### src/hdl/spc_pkg.sv
// Shared types and constants of the scan point to Cartesian unit.
// Depends on nothing; every other file imports it.
package spc_pkg;

    localparam int CORDIC_STEPS = 24;
    localparam int XY_W = 33;
    localparam int Z_W  = 27;
    localparam int CS_W = 20;
    localparam int CFG_W = 16;
    localparam int OUT_W = 18;
    localparam int CFG_IDX_W = 3;
    localparam logic signed [XY_W-1:0] CORDIC_GAIN = 33'sd652032874;
    localparam logic signed [OUT_W-1:0] OUT_MAX = 18'sd131071;
    localparam logic signed [OUT_W-1:0] OUT_MIN = -18'sd131072;

    // Elementary angles atan(2^-i) in Q.24.
    localparam logic signed [Z_W-1:0] ATAN_TAB [CORDIC_STEPS] = '{
        27'sd13176795, 27'sd7778716, 27'sd4110060, 27'sd2086331,
        27'sd1047214, 27'sd524117, 27'sd262123, 27'sd131069,
        27'sd65536, 27'sd32768, 27'sd16384, 27'sd8192,
        27'sd4096, 27'sd2048, 27'sd1024, 27'sd512,
        27'sd256, 27'sd128, 27'sd64, 27'sd32,
        27'sd16, 27'sd8, 27'sd4, 27'sd2
    };

    // Configuration register indexes.
    typedef enum logic [CFG_IDX_W-1:0] {
        REG_MOUNT_COS = 3'd0,
        REG_MOUNT_SIN = 3'd1,
        REG_ORIGIN_X  = 3'd2,
        REG_ORIGIN_Y  = 3'd3,
        REG_ORIGIN_Z  = 3'd4
    } cfg_reg_t;

    // One rotator's working vector.
    typedef struct packed {
        logic signed [XY_W-1:0] x;
        logic signed [XY_W-1:0] y;
        logic signed [Z_W-1:0]  z;
    } cordic_vec_t;

    // Both angles of one scan point travel together.
    typedef struct packed {
        cordic_vec_t ax;
        cordic_vec_t ay;
    } cordic_pair_t;

endpackage

### src/hdl/spc_cordic_stage.sv
// One registered CORDIC rotation step applied to both angles of a point.
// Depends on spc_pkg for the vector types and the arctangent table.
module spc_cordic_stage #(
    parameter int STEP = 0,
    parameter int RANGE_BITS = 16
) (
    input  logic                  clk,
    input  logic                  rst_n,
    input  logic                  in_valid,
    output logic                  in_ready,
    input  spc_pkg::cordic_pair_t in_data,
    input  logic [RANGE_BITS-1:0] in_dist,
    output logic                  out_valid,
    input  logic                  out_ready,
    output spc_pkg::cordic_pair_t out_data,
    output logic [RANGE_BITS-1:0] out_dist
);
    import spc_pkg::*;

    logic                  valid_reg;
    cordic_pair_t          data_reg;
    cordic_pair_t          data_next;
    logic [RANGE_BITS-1:0] dist_reg;

    function automatic cordic_vec_t rotate(input cordic_vec_t v);
        cordic_vec_t r;
        logic signed [XY_W-1:0] dx;
        logic signed [XY_W-1:0] dy;
        dx = v.y >>> STEP;
        dy = v.x >>> STEP;
        if (!v.z[Z_W-1])
        begin
            r.x = v.x - dx;
            r.y = v.y + dy;
            r.z = v.z - ATAN_TAB[STEP];
        end
        else
        begin
            r.x = v.x + dx;
            r.y = v.y - dy;
            r.z = v.z + ATAN_TAB[STEP];
        end
        return r;
    endfunction

    // Rotate both vectors toward zero residual angle.
    always_comb
    begin
        data_next.ax = rotate(in_data.ax);
        data_next.ay = rotate(in_data.ay);
    end

    assign in_ready = !valid_reg || out_ready;

    // Stage register; holds while the next stage is full and stalled.
    always_ff @(posedge clk or negedge rst_n)
    begin
        if (!rst_n)
        begin
            valid_reg <= 1'b0;
        end
        else if (in_ready)
        begin
            valid_reg <= in_valid;
        end
    end

    always_ff @(posedge clk)
    begin
        if (in_ready && in_valid)
        begin
            data_reg <= data_next;
            dist_reg <= in_dist;
        end
    end

    assign out_valid = valid_reg;
    assign out_data  = data_reg;
    assign out_dist  = dist_reg;

endmodule

### config.mk
export PLATFORM = sky130hd
export DESIGN_NAME = spc_cordic_stage
export DESIGN_NICKNAME = d
export VERILOG_FILES = /design/src/hdl/spc_pkg.sv /design/src/hdl/spc_cordic_stage.sv
export SDC_FILE = /design/constraint.sdc
export NUM_CORES = 1
export LEC_CHECK = 0
export BUFFER_PORTS_ARGS = -buffer_cell sky130_fd_sc_hd__buf_2
export CAP_MARGIN = 25
export CORE_MARGIN = 4
export CORE_UTILIZATION = 35
export CTS_CLUSTER_DIAMETER = 150
export DETAILED_ROUTE_END_ITERATION = 7
export GPL_ROUTABILITY_DRIVEN = 0
export PLACE_DENSITY = 0.52
export SLEW_MARGIN = 10
export SYNTH_ARGS = -nofsm -noshare
export SYNTH_HDL_FRONTEND = slang
export SYNTH_SLANG_ARGS = --single-unit
### constraint.sdc
create_clock -name clk -period 7.9 [get_ports clk]
set_clock_uncertainty 0.15 [all_clocks]
set_input_delay 1.58 -clock clk [delete_from_list [all_inputs] [get_ports clk]]
set_output_delay 1.58 -clock clk [all_outputs]
set_load 0.01 [all_outputs]
Word-level counts from Yosys, hierarchy flattened:

Index checks and enable logic that the tools add are counted.
W data, S select, Z words.

* input port bits: 206
* word-level logic and storage cells: 23
* register bits after elaboration: 203

* reductions and logical operators: 3
* muxes and demuxes: 2
* add/sub/neg operators: 10

Operator list (count)
* $mux W93: 2
* $sub A33 B33 Y33: 4
* $add A33 B33 Y33: 2
* $add A27 B25 Y27 const B: 2
* $sub A27 B25 Y27 const B: 2
* $logic_and A1 B1 Y1: 1
* $logic_not A1 Y1: 1
* $logic_or A1 B1 Y1: 1

Depth between registers and ports, before layout:

Gate-level depths: netlist of run 1.

* word-level depth: 3
* depth in mapped cells: 14

Least setup slack after synthesis of run 1:

OpenSTA, ideal clock, no wires.

* path type: input to register
* start: input port out_ready
* end: register data_reg (netlist bit out_data[0]), enable pin
* arrival time: 6.360 ns
* path buffers: 0
* cell stages on the path: 2
* setup time: 0.586 ns
* setup slack: 0.805 ns
* required time: 7.164 ns
* path through: nand2b_1 -> and2_1

* word-level cells in the longest chain between the ends: 2

Ends and longest elaborated chain
* start: declaration: RTL line spc_cordic_stage.sv:14 `input logic out_ready,`
* $logic_or A1 B1 Y1: RTL line spc_cordic_stage.sv:53 `assign in_ready = !valid_reg || out_ready;`
* $logic_and A1 B1 Y1: RTL line spc_cordic_stage.sv:70 `if (in_ready && in_valid)`
* end signal: assignment: RTL line spc_cordic_stage.sv:72 `data_reg <= data_next;`
* end: declaration: RTL line spc_cordic_stage.sv:21 `cordic_pair_t data_reg;`

Every way passes these cells.
A chain may end at the register's enable or synchronous reset.

==> results of run 1 <==
per-stage QoR:
step | util, % | instance area (um2)
after global placement | 40.2 | 22200
after floorplan | - | 19500
after CTS | 41.9 | 23100
after global routing | 41.9 | 23100
final | 41.9 | 23100
after detailed placement | 40.2 | 22200
power groups by stage:
stage,sequential [mW],clock [mW],combinational (mW)
6_report,1.39,1.27,1.45
5_1_grt,1.40,1.36,1.59
4_1_cts,1.39,1.32,1.44
3_5_place_dp,1.41,0,1.43
3_3_place_gp,1.41,0,1.43
2_1_floorplan,1.48,0,0.883
worst max-delay path by stage:
stage | from | endpoint
after floorplan | out_ready | out_data[0]$_DFFE_PP_
after global placement | in_data[119] | out_data[116]$_DFFE_PP_
after detailed placement | in_data[119] | out_data[116]$_DFFE_PP_
after CTS | in_data[119] | out_data[116]$_DFFE_PP_
after global routing | in_data[119] | out_data[116]$_DFFE_PP_
final | in_data[119] | out_data[116]$_DFFE_PP_
critical path: cells and delay by family:
kind	cells	cell delay, ns
adders and majority gates	1	0.38
AOI/OAI and AO/OA	7	1.62
xor gates and xnor gates	1	0.15
buffers and inverters	3	1.33
and+or+nand+nor	1	0.12
synth_stat cells, types with 16 or more instances:
master	instances	area, um2
o21a_1	19	143
o31ai_1	19	143
o21bai_1	39	293
a21o_1	72	541
nand2_1	106	398
a31oi_1	20	125
nand2b_1	29	181
nand4_1	26	163
nor3_1	27	135
xnor2_1	125	1090
a21oi_1	267	1340
o21ai_1	41	205
or3_1	17	106
edfxtp_1	200	6010
o21ai_0	115	576
o211ai_1	16	120
nor2b_1	35	219
inv_1	200	751
nor2_1	168	631
buf_1	19	71.3
xor2_1	46	403
nand3_1	28	140
ha_1	242	3030
clkbuf_1	50	188
mux2i_1	24	240
cell families (layout without fill, tap and decap cells):
kind of cell               Yosys count  in the layout  share of synthesized area, %
other                                0              7                             0
muxes                               24             24                          1.23
DFF                                201            201                          30.9
AOI/OAI and AO/OA                  750            750                          24.7
adders and majority gates          250            250                          16.3
and+or+nand+nor                    517            517                          13.1
buffers and inverters              300            673                          6.04
xor gates and xnor gates           171            171                          7.68
layout make-up:
type	count	area, um2
antenna	7	17.5
clock buffer	29	683
clock inverter	19	233
fill	5637	32000
inverter	209	785
multi-input combinational	1712	12300
sequential	201	6030
tap	748	936
timing repair buffer	416	2110
flip-flops by register name (all words and copies together), names as in the netlist:
register,flops
out_dist,16
out_data,184
out_valid,1
metal layers:
metal / global-route usage (%) / up-vias
met3: 3.73 / 148
met4: 8.02 / 4
met2: 35.3 / 688
li1: - / 8711
met1: 25.5 / 8405
met5: 0 / -
==> summary.md, run 1 <==
| Metric | Value |
|---|---|
| Worst hold margin | `0.393 ns` |
| Wl on met1 | `26800 um` |
| Slowest stage cell, crit path | `clkinv_1` |
| Commonest non-fill, non-tap cell in the layout | `buf_2` |
| Die footprint | `59600 um2` |
| Number of global-route vias before repair | `17800` |
| Number of setup violations in the final report | `0` |
| EDFF count, synth | `200` |
| Max Clock Freq | `196 MHz` |
| Highest-count cells in the layout ignoring fill and taps | `buf_2 (407), a21oi_1 (267), ha_1 (242), edfxtp_1 (200), inv_1 (198)` |
| Post_cts resized | `0` |
| Crit path largest cell delay | `0.53 ns` |
| Hold_buf cts | `0` |
| Worst r2r src | `out_valid$_DFFE_PN0N_` |
| Seq cells post-synth | `201` |
| Unrepaired setup endpoints after global routing | `no` |
| Fin worst setup slack | `2.81 ns` |
| WP data arrival | `5.22 ns` |
| CP max FO | `37` |
| Post-CTS Setup Inserts | `0` |
| Hold path startpoint | `out_valid$_DFFE_PN0N_` |
| Pleak | `10.3 nW` |
| # Max-Cap Violations | `0` |
| Worst Hold End | `out_valid$_DFFE_PN0N_` |
| Minimum clock period | `5.09 ns` |
| Max Slew Vio Count | `0` |
| Post-synth top flop | `edfxtp_1` |
| Crit path cell chain | `buf_4, clkinv_1, buf_4, ha_1, o21ai_0, o21ai_1, a21oi_1, o31a_1, a31oi_1, o221a_2, a2111oi_0, nor3_1, xor2_1` |
| Mean area per synthesized cell | `8.81 um2` |
| Setup TNS Final | `0 ns` |
| Distinct cell type count after synthesis | `92` |
| Core area | `55100 um2` |
| Clock Path Buffers | `3` |
| Inst Count DP | `3286` |
| CTS Buf Count | `26` |
| Required @ worst endpoint | `8.03 ns` |
| H-tree levels | `1` |
| Power, Total | `4.10 mW` |
| Status | `completed` |
| Yosys Warn Count | `0` |
| Type of the worst min-delay path | `flop to flop` |
| Sequential fraction of the synthesis area | `30.9%` |
| Syn nets | `2669` |
| Power Internal | `2.69 mW` |
| Power per Cell Area | `178 nW/um2` |
| Die X | `244 um` |
| Starting density of the core | `35.4%` |
| Reg2Reg Capture Point | `out_data[63]$_DFFE_PP_` |
| Top sig layer | `met5` |
| PortBufs | `409` |
| Nets | `3022` |
| CP most frequent cell | `buf_4` |
| Tot GR Track Use | `20.5%` |
| Setup Crit Path Kind | `primary input to flop` |
| Total number of vias | `18000` |
| Psw | `1.41 mW` |
| DRT iter0 DRCs | `1551` |
| Setup WS pre-CTS | `2.23 ns` |
| Worst-skew pair later-pin latency | `0.55 ns` |
| Initial antenna violation count | `8` |
| Sequential Power Share | `33.8%` |
| TritonCTS clock tree | `yes` |
| WL met2 | `30900 um` |
| Area grow syn2layout | `18.4%` |
| Worst R2R Setup Slack | `5.38 ns` |
| First-pass GRT wire length | `99000 um` |
| Element type at the critical path end | `flop` |
| Final hold viol count | `0` |
| Clock transition at path regs | `0.06 ns` |
| DRT Pass-1 Iters | `6` |
| Relative slew slack | `39.3%` |
| Die height | `244 um` |
| Dpl hpwl | `51300 um` |
| Final Cycle Share | `64.4%` |
| Remaining antenna violation count | `0` |
| Post-Route WL | `64600 um` |
| DR vias/cell | `5.37` |
| Syn Inst Count | `2213` |
| Largest net degree at the start of global routing | `88` |
| Clock sinks | `201` |
| Share of layout cells above drive strength 1 | `19.6%` |
| Worst vdd ir | `0.137 mV` |
| Met3 routed WL | `4500 um` |
| Grt ovf | `0` |
| Combinational Power Share | `35.3%` |
| Fraction of registers with async set/reset | `0.498%` |
| Pin slew with the least headroom to its limit | `0.911 ns` |
| Sw frac | `34.4%` |
| Critical Path Start Type | `primary input` |
| Worst hold path depth | `2` |
| Top Ports | `410` |
| Clk Tree Root Cell | `clkbuf_16` |
| Clock power share | `30.9%` |
| Final cell count without fillers | `3341` |
| Wire per inst | `19.3 um` |
| # rows | `86` |
| Synthesized area | `19500 um2` |
| # DRC | `0` |
| R2R depth | `3` |
No activity file was read; power rests on OpenSTA's default activity.
==> inputs of run 2 (changes only) <==
--- a/config.mk
+++ b/config.mk
@@ -12,7 +12,7 @@
 export CTS_CLUSTER_DIAMETER = 150
 export DETAILED_ROUTE_END_ITERATION = 7
 export GPL_ROUTABILITY_DRIVEN = 0
-export PLACE_DENSITY = 0.52
+export PLACE_DENSITY = 0.54
 export SLEW_MARGIN = 10
 export SYNTH_ARGS = -nofsm -noshare
 export SYNTH_HDL_FRONTEND = slang
==> constraint.sdc (replaced) <==
create_clock -name clk -period 4.4 [get_ports clk]
set_clock_uncertainty 0.15 [all_clocks]
set_input_delay 0.88 -clock clk [delete_from_list [all_inputs] [get_ports clk]]
set_output_delay 0.88 -clock clk [all_outputs]
set_load 0.01 [all_outputs]
==> run 2 against run 1 <==
Critical path depth is the same. Clock power grew 70%. Hold slack lost 0.059 ns. Global-route usage is essentially flat. First-iteration DRC count grew 3.5%. Final cell count grew 1.3%. Total power grew 78%. Combinational power grew 82%.
==> summary.md, run 2 (synthesis gave the netlist of run 1 again) <==
| Metric | Value |
|---|---|
| Number of setup violations in the final report | `0` |
| Inst Count DP | `3328` |
| Post-CTS Setup Inserts | `0` |
| Worst hold margin | `0.334 ns` |
| Minimum clock period | `3.64 ns` |
| Share of layout cells above drive strength 1 | `20.9%` |
| DRT Pass-1 Iters | `5` |
| Relative slew slack | `38.9%` |
| Wire per inst | `19.0 um` |
| Unrepaired setup endpoints after global routing | `no` |
| # DRC | `0` |
| Starting density of the core | `35.4%` |
| Tot GR Track Use | `20.5%` |
| Area grow syn2layout | `20.0%` |
| Clock Path Buffers | `3` |
| # Max-Cap Violations | `0` |
| Element type at the critical path end | `flop` |
| Power per Cell Area | `311 nW/um2` |
| H-tree levels | `1` |
| Worst vdd ir | `0.265 mV` |
| DR vias/cell | `5.38` |
| Max reg flops | `184` |
| Nets | `3066` |
| Commonest non-fill, non-tap cell in the layout | `buf_2` |
| DRT iter0 DRCs | `1605` |
| Top Ports | `410` |
| Setup Crit Path Kind | `primary input to flop` |
| TritonCTS clock tree | `yes` |
| Max Slew Vio Count | `0` |
| Final cell count without fillers | `3386` |
| Power, Total | `7.29 mW` |
| Dpl hpwl | `51700 um` |
| CP max FO | `4` |
| Pleak | `10.5 nW` |
| WP data arrival | `3.80 ns` |
| Clock sinks | `201` |
| Status | `completed` |
| Initial antenna violation count | `8` |
| Required @ worst endpoint | `4.57 ns` |
| Post-Route WL | `64400 um` |
| Max Clock Freq | `275 MHz` |
| Die height | `244 um` |
| Highest-count cells in the layout ignoring fill and taps | `buf_2 (408), a21oi_1 (267), ha_1 (242), edfxtp_1 (200), inv_1 (198)` |
| CTS Buf Count | `27` |
| # rows | `86` |
| Total number of vias | `18200` |
| Setup TNS Final | `0 ns` |
| Critical Path Start Type | `primary input` |
| PortBufs | `409` |
| Clk Tree Root Cell | `clkbuf_16` |
| Design Area, Final | `23400 um2` |
| Type of the worst min-delay path | `primary input to flop` |
| Remaining antenna violation count | `0` |
| Final Cycle Share | `82.6%` |
| Final hold viol count | `0` |
| Die X | `244 um` |
| Core area | `55100 um2` |
| Number of global-route vias before repair | `18100` |
| Clock transition at path regs | `0.06 ns` |
| Grt ovf | `0` |
| First-pass GRT wire length | `99200 um` |
| Die footprint | `59600 um2` |
| Worst-skew pair later-pin latency | `0.56 ns` |
| Pin slew with the least headroom to its limit | `0.917 ns` |
| Largest net degree at the start of global routing | `78` |
| Total placed instance area | `22500 um2` |
## run 2: cell count changes in the layout (fill, tap and decap cells not counted), sizes merged
| cell | previous run | this run |
|---|---|---|
| bufinv | 5 | 2 |
| inv | 210 | 212 |
| clkinv | 10 | 12 |
| clkinvlp | 3 | 2 |
| clkbuf | 29 | 31 |
| dlygate4sd3 | 0 | 1 |
| buf | 416 | 458 |
## run 2: path summary, 6_finish.rpt
| check | startpoint | end | slack [ns] | depth (start not counted) |
|---|---|---|---|---|
| min in group asynchronous | rst_n | out_valid$_DFFE_PN0N_ | 0.49 | 2 |
| max | in_data[153] | out_data[181]$_DFFE_PP_ | 0.76 | 13 |
| max in group asynchronous | rst_n | out_valid$_DFFE_PN0N_ | 3.52 | 2 |
| min reg2reg | out_valid$_DFFE_PN0N_ | out_valid$_DFFE_PN0N_ | 0.38 | 2 |
| max reg2reg | out_valid$_DFFE_PN0N_ | out_data[134]$_DFFE_PP_ | 2.55 | 3 |
| min | in_dist[7] | out_dist[7]$_DFFE_PP_ | 0.33 | 1 |
## run 2: through the flow
stage | util, % | setup WS (ns)
4_1_cts | 42.4 | 0.788
6_report | 42.5 | 0.765
3_5_place_dp | 40.8 | 0.145
3_3_place_gp | 40.8 | 0.197
2_1_floorplan | - | 0.243
5_1_grt | 42.4 | 0.676
## run 2: area by class of cell
type	instances	area [um2]
antenna	7	17.5
clock buffer	31	691
clock inverter	19	179
fill	5622	31700
inverter	209	785
multi-input combinational	1712	12300
sequential	201	6030
tap	748	936
timing repair buffer	459	2460
## run 2: layer usage
layer	global-route usage [%]	routed length, um	vias to the layer above
li1	-	-	8788
met1	25.1	25800	8587
met2	37.0	31800	699
met3	3.61	5000	120
met4	5.91	1780	6
met5	0	23	-
## run 2: report_power, final
part	switching, mW	internal [mW]
registers	0.0560	2.44
logic	1.61	1.03
clock network	0.906	1.26
## run 2: worst max-delay path: stages
cell	delay, ns
buf_2	0.10
inv_1	0.04
ha_1	0.20
fa_1	0.38
nand2b_1	0.17
a21oi_1	0.27
o21ai_1	0.17
a2111oi_2	0.53
o211ai_1	0.31
a21oi_1	0.27
nor2b_1	0.09
o31ai_1	0.27
xnor2_1	0.11
## run 2: repair_timing
action,in CTS,in global routing
resized for setup,0,0
endpoints found under the hold margin,1,0
hold buffers,1,0
==> inputs of run 3 (changes only) <==
--- a/config.mk
+++ b/config.mk
@@ -12,7 +12,7 @@
 export CTS_CLUSTER_DIAMETER = 150
 export DETAILED_ROUTE_END_ITERATION = 7
 export GPL_ROUTABILITY_DRIVEN = 0
-export PLACE_DENSITY = 0.54
+export PLACE_DENSITY = 0.52
 export SLEW_MARGIN = 10
 export SYNTH_ARGS = -nofsm -noshare
 export SYNTH_HDL_FRONTEND = slang
==> constraint.sdc (replaced) <==
create_clock -name clk -period 3.5 [get_ports clk]
set_clock_uncertainty 0.15 [all_clocks]
set_input_delay 0.7 -clock clk [delete_from_list [all_inputs] [get_ports clk]]
set_output_delay 0.7 -clock clk [all_outputs]
set_load 0.01 [all_outputs]
==> run 3 against run 2 <==
Critical path depth fell by 1. Setup slack worse by 0.64 ns. Final cell count is 9.4% higher. Via count is 6.6% higher. Critical endpoint is now out_data[149]$_DFFE_PP_. Register-to-register slack worse by 0.88 ns. Highest routed layer unchanged. First-iteration DRC count fell by 16%. Largest cell class unchanged.
==> summary.md, run 3 (synthesis gave the netlist of run 1 again) <==
| Metric | Value |
|---|---|
| Final Cycle Share | `96.5%` |
| Max reg flops | `184` |
| Share of layout cells above drive strength 1 | `29.4%` |
| First-pass GRT wire length | `105000 um` |
| Final cell count without fillers | `3704` |
| Remaining antenna violation count | `0` |
| Commonest non-fill, non-tap cell in the layout | `buf_2` |
| Clk Tree Root Cell | `clkbuf_16` |
| Reg2Reg Capture Point | `out_data[152]$_DFFE_PP_` |
| Worst vdd ir | `0.368 mV` |
| Setup TNS Final | `0 ns` |
| Relative slew slack | `39.1%` |
| Element type at the critical path end | `flop` |
| Number of global-route vias before repair | `19200` |
| Setup Crit Path Kind | `primary input to flop` |
| Required @ worst endpoint | `3.65 ns` |
| Worst hold path depth | `1` |
| Status | `completed` |
| Starting density of the core | `35.4%` |
| Hold path startpoint | `in_dist[10]` |
| Worst r2r src | `out_valid$_DFFE_PN0N_` |
| Wire per inst | `18.3 um` |
| Worst R2R Setup Slack | `1.67 ns` |
| Post-CTS Setup Inserts | `0` |
| Die height | `244 um` |
| Grt ovf | `0` |
| Setup WS pre-CTS | `-0.576 ns` |
| Worst-skew pair later-pin latency | `0.55 ns` |
| Highest-count cells in the layout ignoring fill and taps | `buf_2 (407), buf_4 (365), a21oi_1 (266), ha_1 (241), edfxtp_1 (200)` |
| # rows | `86` |
| Largest net degree at the start of global routing | `78` |
| H-tree levels | `1` |
| Clock Path Buffers | `3` |
| Type of the worst min-delay path | `primary input to flop` |
| Worst hold margin | `0.165 ns` |
| Pleak | `12.0 nW` |
| Core area | `55100 um2` |
| Met2 usage | `37.6%` |
| GR Layer Usage met3 | `3.95%` |
| CP max FO | `4` |
| R2R depth | `3` |
| Fillcell total | `5435` |
| Die footprint | `59600 um2` |
| Pin slew with the least headroom to its limit | `0.913 ns` |
| Tot GR Track Use | `21.7%` |
| Slowest stage cell, crit path | `a2111oi_0` |
| Max Clock Freq | `296 MHz` |
| Power per Cell Area | `368 nW/um2` |
| Area grow syn2layout | `32.4%` |
| Inst Count DP | `3648` |
| Fin worst setup slack | `0.121 ns` |
| Number of setup violations in the final report | `0` |
| Critical Path Start Type | `primary input` |
| CP most frequent cell | `o21ai_1` |
| Initial antenna violation count | `12` |
| Dpl hpwl | `55400 um` |
| GR Util met1 | `27.2%` |
| Unrepaired setup endpoints after global routing | `no` |
| Top Ports | `410` |
| TritonCTS clock tree | `yes` |
| Post-Route WL | `67700 um` |
| CP delay by family, top | `compound AO/OA/AOI/OAI gates` |
| Crit path cell chain | `buf_2, inv_1, ha_1, nor2b_1, o31ai_1, a2111oi_2, o21bai_1, a2111oi_0, nor2_1, o21ai_1, o21ai_1, xnor2_1` |
| Crit path largest cell delay | `0.57 ns` |
| Nets | `3385` |
| CTS Buf Count | `26` |
| Worst Hold End | `out_dist[10]$_DFFE_PP_` |
| Clock transition at path regs | `0.06 ns` |
| Final hold viol count | `0` |
| Die X | `244 um` |
| Max Slew Vio Count | `0` |
| # Max-Cap Violations | `0` |
| # DRC | `0` |
| WP data arrival | `3.53 ns` |
| Post-Route Utilization | `46.9%` |
| CP Buf/Inv Count | `2` |
| Grt peak-use layer | `met2` |
| DRT iter0 DRCs | `1350` |
| Total number of vias | `19400` |
| Minimum clock period | `3.38 ns` |
| DRT Pass-1 Iters | `6` |
| Clock sinks | `201` |
| DR vias/cell | `5.24` |
| PortBufs | `409` |
==> run 3: layout make-up <==
type                    instances  area, um2  area share [%]
clock buffers                  30        666            2.58
diodes                          8       20.0          0.0775
multi-input cells            1712      12300            47.8
well taps                     748        936            3.62
clock inverters                17        144           0.557
inverters                     209        785            3.04
repair buffers                779       4910            19.0
flip-flops and latches        201       6030            23.4
==> run 3: power by group <==
group	switching [mW]	internal (mW)
Sequential	0.0764	3.06
Combinational	2.12	1.65
Clock	1.09	1.50
Total	3.29	6.22
==> run 3: worst max path at each step <==
stage                 startpoint                 endpoint  slack [ns]  cells after the start
global placement    in_data[121]  out_data[151]$_DFFE_PP_       -0.48                     13
finish              in_data[121]  out_data[149]$_DFFE_PP_        0.12                     12
global route        in_data[122]  out_data[144]$_DFFE_PP_        0.04                     14
floorplan            in_data[26]   out_data[24]$_DFFE_PP_        0.01                     13
CTS                 in_data[121]  out_data[151]$_DFFE_PP_        0.03                     13
detailed placement  in_data[121]  out_data[151]$_DFFE_PP_       -0.58                     13
==> run 3: repair_timing <==
action,in CTS,in global routing
endpoints found under the hold margin,1,0
resized for setup,0,2
setup endpoints to repair,0,2
hold buffers,1,0
==> run 3: per-stage QoR <==
stage | area [um2] | power [mW]
finish | 25800 | 9.51
global route | 25800 | 10.1
global placement | 25000 | 6.91
CTS | 25800 | 9.62
detailed placement | 25000 | 6.93
floorplan | 19600 | 5.33
==> run 3: routing by layer <==
metal	share of wire, %	routed length, um
met3	7.5	5040
met5	0.068	46
met1	41	28000
met4	3.4	2290
met2	48	32300
